[src/hw/rtl/shash_pkg.sv]
// ----------------------------------------------------------------------------
// shash_pkg
// Shared types, constants and tables for the SHA-256 stream hasher.
// ----------------------------------------------------------------------------
package shash_pkg;

  localparam int DIGEST_WORDS = 8;
  localparam int BLOCK_BYTES  = 64;
  localparam int ROUNDS       = 64;
  localparam int LEN_POS      = 56;
  localparam logic [7:0]  PAD_BYTE   = 8'h80;
  localparam logic [63:0] BLOCK_BITS = 64'd512;

  typedef enum logic [2:0] {
    S_IDLE,
    S_LOAD,
    S_ROUND,
    S_FOLD,
    S_EMIT
  } state_t;

  // kind of block being compressed
  typedef enum logic [1:0] {
    BLK_DATA,
    BLK_PAD,
    BLK_LEN,
    BLK_FINAL
  } blk_t;

  typedef struct packed {
    logic [2:0]  rd_addr;
    logic        wr_en;
    logic [2:0]  wr_addr;
    logic [31:0] wr_data;
    logic        clr;
  } chain_req_t;

  function automatic logic [31:0] iv_word(input logic [2:0] idx);
    logic [31:0] w;
    unique case (idx)
      3'd0: w = 32'h6a09e667;
      3'd1: w = 32'hbb67ae85;
      3'd2: w = 32'h3c6ef372;
      3'd3: w = 32'ha54ff53a;
      3'd4: w = 32'h510e527f;
      3'd5: w = 32'h9b05688c;
      3'd6: w = 32'h1f83d9ab;
      3'd7: w = 32'h5be0cd19;
      default: w = 32'h0;
    endcase
    return w;
  endfunction

  function automatic logic [31:0] round_const(input logic [5:0] idx);
    logic [31:0] k;
    unique case (idx)
      6'd0:  k = 32'h428a2f98;  6'd1:  k = 32'h71374491;
      6'd2:  k = 32'hb5c0fbcf;  6'd3:  k = 32'he9b5dba5;
      6'd4:  k = 32'h3956c25b;  6'd5:  k = 32'h59f111f1;
      6'd6:  k = 32'h923f82a4;  6'd7:  k = 32'hab1c5ed5;
      6'd8:  k = 32'hd807aa98;  6'd9:  k = 32'h12835b01;
      6'd10: k = 32'h243185be;  6'd11: k = 32'h550c7dc3;
      6'd12: k = 32'h72be5d74;  6'd13: k = 32'h80deb1fe;
      6'd14: k = 32'h9bdc06a7;  6'd15: k = 32'hc19bf174;
      6'd16: k = 32'he49b69c1;  6'd17: k = 32'hefbe4786;
      6'd18: k = 32'h0fc19dc6;  6'd19: k = 32'h240ca1cc;
      6'd20: k = 32'h2de92c6f;  6'd21: k = 32'h4a7484aa;
      6'd22: k = 32'h5cb0a9dc;  6'd23: k = 32'h76f988da;
      6'd24: k = 32'h983e5152;  6'd25: k = 32'ha831c66d;
      6'd26: k = 32'hb00327c8;  6'd27: k = 32'hbf597fc7;
      6'd28: k = 32'hc6e00bf3;  6'd29: k = 32'hd5a79147;
      6'd30: k = 32'h06ca6351;  6'd31: k = 32'h14292967;
      6'd32: k = 32'h27b70a85;  6'd33: k = 32'h2e1b2138;
      6'd34: k = 32'h4d2c6dfc;  6'd35: k = 32'h53380d13;
      6'd36: k = 32'h650a7354;  6'd37: k = 32'h766a0abb;
      6'd38: k = 32'h81c2c92e;  6'd39: k = 32'h92722c85;
      6'd40: k = 32'ha2bfe8a1;  6'd41: k = 32'ha81a664b;
      6'd42: k = 32'hc24b8b70;  6'd43: k = 32'hc76c51a3;
      6'd44: k = 32'hd192e819;  6'd45: k = 32'hd6990624;
      6'd46: k = 32'hf40e3585;  6'd47: k = 32'h106aa070;
      6'd48: k = 32'h19a4c116;  6'd49: k = 32'h1e376c08;
      6'd50: k = 32'h2748774c;  6'd51: k = 32'h34b0bcb5;
      6'd52: k = 32'h391c0cb3;  6'd53: k = 32'h4ed8aa4a;
      6'd54: k = 32'h5b9cca4f;  6'd55: k = 32'h682e6ff3;
      6'd56: k = 32'h748f82ee;  6'd57: k = 32'h78a5636f;
      6'd58: k = 32'h84c87814;  6'd59: k = 32'h8cc70208;
      6'd60: k = 32'h90befffa;  6'd61: k = 32'ha4506ceb;
      6'd62: k = 32'hbef9a3f7;  6'd63: k = 32'hc67178f2;
      default: k = 32'h0;
    endcase
    return k;
  endfunction

endpackage

[src/hw/rtl/sha256_stream_hasher.sv]
// ----------------------------------------------------------------------------
// sha256_stream_hasher
// SHA-256 over a byte stream, one byte per input beat.
// ----------------------------------------------------------------------------
// Input channel: in_valid/in_ready with in_func and in_data_byte. A beat with
// in_func low appends in_data_byte to the 64-byte block buffer; the 64th byte
// starts a compression. A beat with in_func high pads the message, runs one
// or two final compressions and then sends the digest.
// Output channel: out_valid/out_ready, eight beats of out_digest_word with
// out_word_index 0..7 (most significant first), out_last on index 7.
// Flow: absorb beats are taken while the block is idle; a full block then
// holds in_ready low while the buffer is read into the schedule window, the
// rounds run and the results are added back into the chaining memory. A
// finish takes one or two compressions, then reads each digest word through
// the single chaining memory read port, and waits on receiver stalls.
// in_ready is low during each compression and, after a finish, until the
// last digest beat is taken; a stalled receiver simply holds the block in
// its output phase. After the digest the block is back in its reset state.
// Reset: chaining words read as the IV, fill count and bit length clear.
// ----------------------------------------------------------------------------
module sha256_stream_hasher (
  input  logic        clk,
  input  logic        rst_n,
  input  logic        in_valid,
  output logic        in_ready,
  input  logic        in_func,
  input  logic [7:0]  in_data_byte,
  output logic        out_valid,
  input  logic        out_ready,
  output logic [31:0] out_digest_word,
  output logic [2:0]  out_word_index,
  output logic        out_last
);

  localparam logic [6:0] LOAD_END  = 7'(shash_pkg::BLOCK_BYTES);
  localparam logic [6:0] ROUND_END = 7'(shash_pkg::ROUNDS - 1);
  localparam logic [6:0] FOLD_END  = 7'(shash_pkg::DIGEST_WORDS);
  localparam logic [5:0] LEN_START = 6'(shash_pkg::LEN_POS);
  localparam logic [5:0] FILL_LAST = 6'(shash_pkg::BLOCK_BYTES - 1);
  localparam logic [2:0] LAST_IDX  = 3'(shash_pkg::DIGEST_WORDS - 1);

  function automatic logic [31:0] rotr(input logic [31:0] x, input int r);
    return (x >> r) | (x << (32 - r));
  endfunction

  shash_pkg::state_t state_r, state_nxt;
  shash_pkg::blk_t   blk_r, blk_nxt;
  logic [6:0]   cnt_r, cnt_nxt;
  logic [5:0]   fill_r, fill_nxt;
  logic [63:0]  msg_bits_r, msg_bits_nxt;
  logic [63:0]  len_r, len_nxt;
  logic [511:0] win_r, win_nxt;
  logic [31:0]  v_r [8];
  logic [31:0]  v_nxt [8];
  logic [2:0]   emit_idx_r, emit_idx_nxt;
  logic         rd_pend_r, rd_pend_nxt;
  logic         out_valid_r, out_valid_nxt;
  logic [31:0]  out_word_r, out_word_nxt;
  logic [5:0]   ld_idx_r;
  logic [7:0]   buf_q_r;
  logic [7:0]   buf_mem [shash_pkg::BLOCK_BYTES];

  shash_pkg::chain_req_t chain_req;
  logic [31:0] chain_rd;

  logic        in_acc, out_acc;
  logic [7:0]  ld_byte, len_byte;
  logic [2:0]  len_sel;
  logic [31:0] w0, wnew, t1, t2, s1e, s0a, ch, maj;

  assign in_acc  = in_valid & in_ready;
  assign out_acc = out_valid_r & out_ready;

  assign in_ready        = (state_r == shash_pkg::S_IDLE);
  assign out_valid       = out_valid_r;
  assign out_digest_word = out_word_r;
  assign out_word_index  = emit_idx_r;
  assign out_last        = (emit_idx_r == LAST_IDX);

  shash_chain_mem u_chain (
    .clk     (clk),
    .rst_n   (rst_n),
    .req     (chain_req),
    .rd_data (chain_rd)
  );

  // block buffer
  always_ff @(posedge clk) begin
    if (in_acc && !in_func) begin
      buf_mem[fill_r] <= in_data_byte;
    end
    buf_q_r  <= buf_mem[cnt_r[5:0]];
    ld_idx_r <= cnt_r[5:0];
  end

  // padding and length bytes are generated on the fly
  assign len_sel  = ~ld_idx_r[2:0];
  assign len_byte = len_r[{len_sel, 3'b000} +: 8];

  always_comb begin
    ld_byte = 8'h00;
    unique case (blk_r)
      shash_pkg::BLK_DATA: ld_byte = buf_q_r;
      shash_pkg::BLK_PAD: begin
        priority if (ld_idx_r < fill_r) ld_byte = buf_q_r;
        else if (ld_idx_r == fill_r)    ld_byte = shash_pkg::PAD_BYTE;
        else                            ld_byte = 8'h00;
      end
      shash_pkg::BLK_FINAL: begin
        priority if (ld_idx_r < fill_r) ld_byte = buf_q_r;
        else if (ld_idx_r == fill_r)    ld_byte = shash_pkg::PAD_BYTE;
        else if (ld_idx_r >= LEN_START) ld_byte = len_byte;
        else                            ld_byte = 8'h00;
      end
      shash_pkg::BLK_LEN: ld_byte = (ld_idx_r >= LEN_START) ? len_byte : 8'h00;
      default: ld_byte = 8'h00;
    endcase
  end

  // round function and schedule
  assign w0   = win_r[511:480];
  assign s1e  = rotr(v_r[4], 6) ^ rotr(v_r[4], 11) ^ rotr(v_r[4], 25);
  assign s0a  = rotr(v_r[0], 2) ^ rotr(v_r[0], 13) ^ rotr(v_r[0], 22);
  assign ch   = (v_r[4] & v_r[5]) ^ (~v_r[4] & v_r[6]);
  assign maj  = (v_r[0] & v_r[1]) ^ (v_r[0] & v_r[2]) ^ (v_r[1] & v_r[2]);
  assign t1   = v_r[7] + s1e + ch + shash_pkg::round_const(cnt_r[5:0]) + w0;
  assign t2   = s0a + maj;
  assign wnew = (rotr(win_r[63:32], 17) ^ rotr(win_r[63:32], 19) ^ (win_r[63:32] >> 10))
              + win_r[223:192]
              + (rotr(win_r[479:448], 7) ^ rotr(win_r[479:448], 18) ^ (win_r[479:448] >> 3))
              + w0;

  // next state
  always_comb begin
    state_nxt = state_r;
    unique case (state_r)
      shash_pkg::S_IDLE: begin
        if (in_acc && (in_func || fill_r == FILL_LAST)) begin
          state_nxt = shash_pkg::S_LOAD;
        end
      end
      shash_pkg::S_LOAD: begin
        if (cnt_r == LOAD_END) state_nxt = shash_pkg::S_ROUND;
      end
      shash_pkg::S_ROUND: begin
        if (cnt_r == ROUND_END) state_nxt = shash_pkg::S_FOLD;
      end
      shash_pkg::S_FOLD: begin
        if (cnt_r == FOLD_END) begin
          unique case (blk_r)
            shash_pkg::BLK_DATA: state_nxt = shash_pkg::S_IDLE;
            shash_pkg::BLK_PAD:  state_nxt = shash_pkg::S_LOAD;
            default:             state_nxt = shash_pkg::S_EMIT;
          endcase
        end
      end
      shash_pkg::S_EMIT: begin
        if (out_acc && emit_idx_r == LAST_IDX) state_nxt = shash_pkg::S_IDLE;
      end
      default: state_nxt = shash_pkg::S_IDLE;
    endcase
  end

  // datapath and outputs
  always_comb begin
    blk_nxt       = blk_r;
    fill_nxt      = fill_r;
    msg_bits_nxt  = msg_bits_r;
    len_nxt       = len_r;
    win_nxt       = win_r;
    v_nxt         = v_r;
    emit_idx_nxt  = emit_idx_r;
    rd_pend_nxt   = rd_pend_r;
    out_valid_nxt = out_valid_r;
    out_word_nxt  = out_word_r;
    chain_req     = '0;
    cnt_nxt       = '0;
    if (state_nxt == state_r && state_r != shash_pkg::S_IDLE
        && state_r != shash_pkg::S_EMIT) begin
      cnt_nxt = cnt_r + 7'd1;
    end

    unique case (state_r)
      shash_pkg::S_IDLE: begin
        if (in_acc) begin
          if (in_func) begin
            len_nxt = msg_bits_r + {55'd0, fill_r, 3'b000};
            blk_nxt = (fill_r >= LEN_START) ? shash_pkg::BLK_PAD : shash_pkg::BLK_FINAL;
          end else begin
            fill_nxt = fill_r + 6'd1;
            if (fill_r == FILL_LAST) begin
              blk_nxt      = shash_pkg::BLK_DATA;
              msg_bits_nxt = msg_bits_r + shash_pkg::BLOCK_BITS;
            end
          end
        end
      end
      shash_pkg::S_LOAD: begin
        chain_req.rd_addr = cnt_r[2:0];
        if (cnt_r != 7'd0) begin
          win_nxt = {win_r[503:0], ld_byte};
        end
        if (cnt_r != 7'd0 && cnt_r <= FOLD_END) begin
          for (int k = 0; k < 7; k++) v_nxt[k] = v_r[k+1];
          v_nxt[7] = chain_rd;
        end
      end
      shash_pkg::S_ROUND: begin
        win_nxt  = {win_r[479:0], wnew};
        v_nxt[0] = t1 + t2;
        v_nxt[1] = v_r[0];
        v_nxt[2] = v_r[1];
        v_nxt[3] = v_r[2];
        v_nxt[4] = v_r[3] + t1;
        v_nxt[5] = v_r[4];
        v_nxt[6] = v_r[5];
        v_nxt[7] = v_r[6];
      end
      shash_pkg::S_FOLD: begin
        chain_req.rd_addr = cnt_r[2:0];
        if (cnt_r != 7'd0) begin
          chain_req.wr_en   = 1'b1;
          chain_req.wr_addr = cnt_r[2:0] - 3'd1;
          chain_req.wr_data = chain_rd + v_r[0];
          for (int k = 0; k < 7; k++) v_nxt[k] = v_r[k+1];
          v_nxt[7] = v_r[0];
        end
        if (cnt_r == FOLD_END && blk_r == shash_pkg::BLK_PAD) begin
          blk_nxt = shash_pkg::BLK_LEN;
        end
      end
      shash_pkg::S_EMIT: begin
        chain_req.rd_addr = emit_idx_r;
        if (!out_valid_r && !rd_pend_r) begin
          rd_pend_nxt = 1'b1;
        end
        if (rd_pend_r) begin
          rd_pend_nxt   = 1'b0;
          out_valid_nxt = 1'b1;
          out_word_nxt  = chain_rd;
        end
        if (out_acc) begin
          out_valid_nxt = 1'b0;
          emit_idx_nxt  = emit_idx_r + 3'd1;
          if (emit_idx_r == LAST_IDX) begin
            chain_req.clr = 1'b1;
            fill_nxt      = '0;
            msg_bits_nxt  = '0;
          end
        end
      end
      default: ;
    endcase
  end

  always_ff @(posedge clk) begin
    if (!rst_n) begin
      state_r     <= shash_pkg::S_IDLE;
      blk_r       <= shash_pkg::BLK_DATA;
      cnt_r       <= '0;
      fill_r      <= '0;
      msg_bits_r  <= '0;
      emit_idx_r  <= '0;
      rd_pend_r   <= 1'b0;
      out_valid_r <= 1'b0;
    end else begin
      state_r     <= state_nxt;
      blk_r       <= blk_nxt;
      cnt_r       <= cnt_nxt;
      fill_r      <= fill_nxt;
      msg_bits_r  <= msg_bits_nxt;
      emit_idx_r  <= emit_idx_nxt;
      rd_pend_r   <= rd_pend_nxt;
      out_valid_r <= out_valid_nxt;
    end
  end

  always_ff @(posedge clk) begin
    len_r      <= len_nxt;
    win_r      <= win_nxt;
    v_r        <= v_nxt;
    out_word_r <= out_word_nxt;
  end

endmodule

[src/hw/rtl/shash_chain_mem.sv]
// ----------------------------------------------------------------------------
// shash_chain_mem
// Eight-word chaining memory, one read and one write port, registered read.
// Per-entry valid bits make an unwritten or cleared entry read as the IV.
// ----------------------------------------------------------------------------
module shash_chain_mem (
  input  logic                   clk,
  input  logic                   rst_n,
  input  shash_pkg::chain_req_t  req,
  output logic [31:0]            rd_data
);

  logic [31:0] mem [shash_pkg::DIGEST_WORDS];
  logic [shash_pkg::DIGEST_WORDS-1:0] vld_r;
  logic [31:0] q_r;
  logic        qv_r;
  logic [2:0]  qa_r;

  always_ff @(posedge clk) begin
    if (req.wr_en) begin
      mem[req.wr_addr] <= req.wr_data;
    end
    q_r  <= mem[req.rd_addr];
    qa_r <= req.rd_addr;
  end

  always_ff @(posedge clk) begin
    if (!rst_n) begin
      vld_r <= '0;
      qv_r  <= 1'b0;
    end else begin
      qv_r <= vld_r[req.rd_addr];
      if (req.clr) begin
        vld_r <= '0;
      end else if (req.wr_en) begin
        vld_r[req.wr_addr] <= 1'b1;
      end
    end
  end

  assign rd_data = qv_r ? q_r : shash_pkg::iv_word(qa_r);

endmodule

[config.mk]
export PLATFORM = sky130hd
export DESIGN_NAME = sha256_stream_hasher
export DESIGN_NICKNAME = d
export VERILOG_FILES = /design/src/hw/rtl/shash_pkg.sv /design/src/hw/rtl/sha256_stream_hasher.sv /design/src/hw/rtl/shash_chain_mem.sv
export SDC_FILE = /design/constraint.sdc
export NUM_CORES = 2
export LEC_CHECK = 0
export ABC_AREA = 1
export BUFFER_PORTS_ARGS = -buffer_cell sky130_fd_sc_hd__clkbuf_2
export CORE_MARGIN = 3
export CORE_UTILIZATION = 58
export CTS_CLUSTER_SIZE = 28
export DETAILED_ROUTE_END_ITERATION = 7
export PLACE_DENSITY = 0.77
export RECOVER_POWER = 50
export SLEW_MARGIN = 15
export SYNTH_ARGS = -nofsm -noshare
export SYNTH_HDL_FRONTEND = slang
export SYNTH_SLANG_ARGS = --single-unit
[constraint.sdc]
create_clock -name clk -period 40.2 [get_ports clk]
set_clock_uncertainty 0.1 [all_clocks]
set_input_delay 6.03 -clock clk [delete_from_list [all_inputs] [get_ports clk]]
set_output_delay 6.03 -clock clk [all_outputs]
set_load 0.02 [all_outputs]
==> impl_metrics.yaml <==
global_routing:
  grt-ovfl-total: 0
  grt_busiest_layer: "met2"
  first_global_vias: 66600
  grt_max_degree: 274
  grt_pass1_wl_um: 407000
  antenna_found_initial: 7
  grt_use_total_pct: 32.7
  met1_usage_pct: 46.5
  met3_usage_pct: 7.14
  met2_usage_pct: 49.1
synthesis:
  ys.flop_type: "edfxtp_1"
  synthDistinctLibCells: 63
  async_flop_share_pct: 0
  ys_seq_area_share_pct: 56.8
  yosysMostFrequentCell: "nand2_1"
  synth_top_family_by_area: "simple AND/OR/NAND/NOR gates"
  synth_enable_flop_cells: 1629
  yosysTopAreaCellShare_pct: 52.6
  syn-num-nets: 9911
  synth-compound-area-share_pct: 12.3
  synth_area_leaders: "edfxtp_1 (53%), nand2_1 (7.7%), o21ai_0 (6.8%), inv_1 (4.5%), dfxtp_1 (4.2%)"
  syn_area_um2: 93000
  synth_xor_area_share_pct: 3.14
  synth.largest_area_cell: "edfxtp_1"
  synth_fa_ha_area_share_pct: 6.72
  synth_common_cells: "nand2_1 (1,902), edfxtp_1 (1,629), o21ai_0 (1,269), inv_1 (1,113), nor2_1 (763)"
  synth_seq_cells: 1824
  syn_area_per_cell_um2: 9.77
  synth_mux_area_share_pct: 0.0538
  ys_warn_count: 0
  synthSimpleGateAreaFrac_pct: 14.0
  synthCells: 9517
worst_setup_path:
  critPathMaxStageDelay_ps: 3450
  path_delay_family: "buffers and inverters"
  cp_common_cell: "clkbuf_1"
  rr_endpoint: "win_r[371]"
  crit_end: "win_r[371]"
  cp.required_ps: 40520
  rrSetupSlack_ps: 24330
  crit_start: "state_r[2]"
  critPathArrivalTime_ps: 16200
  cp.depth: 9
  end_kind: "flop"
  rr_worst_depth: 9
  critPathSlowestCell: "clkbuf_1"
  cp_cell_sequence: "inv_1 > nand2_1 > nor2_4 > clkbuf_1 > clkinvlp_2 > o21ai_0 > clkbuf_1 > clkbuf_1 > buf_4"
  crit_type: "flop to flop"
  crit_fanout: 89
  worst-path-buf-inv: 6
  r2r-start: "state_r[2]"
  start_kind: "flop"
power_and_ir_drop:
  p_sw_mw: 2.04
  ir_drop_mv: 0.0789
  combPwrFrac_pct: 32.3
  powerDensity_nw_per_um2: 56.5
  power_leakage_nw: 38.4
  cell_internal_pwr_mw: 3.64
  seq_power_share_pct: 36.9
  p_clk_share_pct: 30.8
  switching_share_pct: 35.9
routing:
  wl_per_cell_um: 23.7
  routed_via_density: 6.05
  detail-route-antenna-nets: 0
  firstDrtPassIters: 6
  drt_iter0_drc: 9674
  vias: 69700
  drc_errors: 0
  routed_wl_um: 273000
sta:
  finalSetupTns_ps: 0
  hold_viol_final: 0
  drv_slew: 2504
  setup_viol: 0
  fmax_mhz: 63.0
  slew_headroom_pct: -534
  period_share_pct: 39.5
  rsz0062_at_grt: "false"
  max_slew.worst_pin.slew_ps: 9500
  period_minus_slack_ps: 15870
  setup_ws_ps: 24330
cts:
  clock_tree.root_cell: "clkbuf_16"
  cts_tree: "done"
  htree_levels: 4
  cts_resized: 0
  holdBufCountCts: 0
  cts_buffers: 184
  clock_sinks: 1824
  clk_latency_ps: 870
  cts_setup_buffers: 0
  cts_buffer_depth: 3
  path_clk_slew_ps: 60
placed_design:
  routabilityCongestion: 1.02
  port-buffer-count: 50
  dp_slack_ps: 30100
  dp_hpwl_um: 186000
outcome:
  violations: "max-capacitance violations, max-slew violations"
  status: "complete, but fails checks"
final_layout:
  fin_nets: 9672
  synthToLayoutAreaGrowth_pct: 7.96
  drive_gt1_share_pct: 4.68
hold_path:
  hold_start: "msg_bits_r[11]"
  worstHoldPathType: "flop to flop"
job:
  maxCapViolations: 37
floorplan:
  die_h_um: 406
  core_um2: 159000
  die_w_um: 406
  rows: 146
  die-area_um2: 165000
  top_level_ports: 51
  start_util_pct: 58.5
## power groups by stage
| stage | Sequential, mW | Clock [mW] | Combinational (mW) |
|---|---|---|---|
| global route | 2.10 | 1.84 | 1.98 |
| floorplan | 2.13 | 0 | 1.23 |
| detailed placement | 2.13 | 0 | 1.76 |
| finish | 2.10 | 1.75 | 1.83 |
| CTS | 2.09 | 1.76 | 1.77 |
| global placement | 2.13 | 0 | 1.75 |
## how the worst min path moves through the flow
stage / endpoint / cells past startpoint
after detailed placement: len_r[11] / 0
final: len_r[11] / 0
after global placement: len_r[11] / 0
after global routing: len_r[11] / 0
after CTS: len_r[11] / 0
after floorplan: ld_idx_r[2] / 0
## area by class of cell
class / count / area, µm²
flip-flops and latches: 1824 / 52800
diodes: 2 / 5.00
well taps: 2072 / 2590
clock inverters: 118 / 1360
fillers: 12700 / 58500
repair buffers: 132 / 759
clock buffers: 223 / 4830
multi-input cells: 6007 / 33800
inverters: 1129 / 4250
## routing by layer
layer	vias up	part of all wire [%]	routed length [µm]
met5	-	0.014	37
met4	6	4.4	12100
met3	660	11	30000
met2	3820	44	120000
met1	33500	41	111000
li1	31700	-	-
## per-stage QoR
| stage | total power, mW | util [%] | hold slack, ps | std cells | instance area, µm² |
|---|---|---|---|---|---|
| floorplan | 3.36 | - | 226 | 9517 | 93000 |
| global placement | 3.88 | 59.4 | 324 | 11200 | 94400 |
| detailed placement | 3.89 | 59.4 | 336 | 11200 | 94400 |
| CTS | 5.63 | 63.3 | 354 | 11500 | 101000 |
| global route | 5.92 | 63.2 | 367 | 11500 | 100000 |
| finish | 5.67 | 63.2 | 353 | 11500 | 100000 |
## placed cells by master, fill, tap and decap left out, types with 68 or more instances in the layout
cell type	netlist	routed
nand2_1	1902	1901
edfxtp_1	1629	1629
o21ai_0	1269	1269
inv_1	1113	1111
nor2_1	763	750
nand3_1	375	374
a21oi_1	338	338
ha_1	193	193
dfxtp_1	195	193
fa_1	188	188
clkbuf_16	0	184
xor2_1	171	170
xnor2_1	163	163
o221ai_1	94	94
o22ai_1	91	92
clkbuf_1	478	68
## state kept, by name, summed over array words and instances (netlist names), 32 cells and up, named ones only
name and count:
v_r 256, out_digest_word 32, u_chain.mem 256, u_chain.q_r 32, win_r 512, len_r 61
msg_bits_r 55, buf_mem 512
## logic make-up after synthesis
logic type      Yosys count
simple gates           3221
compound gates         2059
flops                  1824
buf+inv                1686
fa+ha+maj               388
xor+xnor                334
mux                       5
Note: power is estimated with default switching activity, not from simulation.
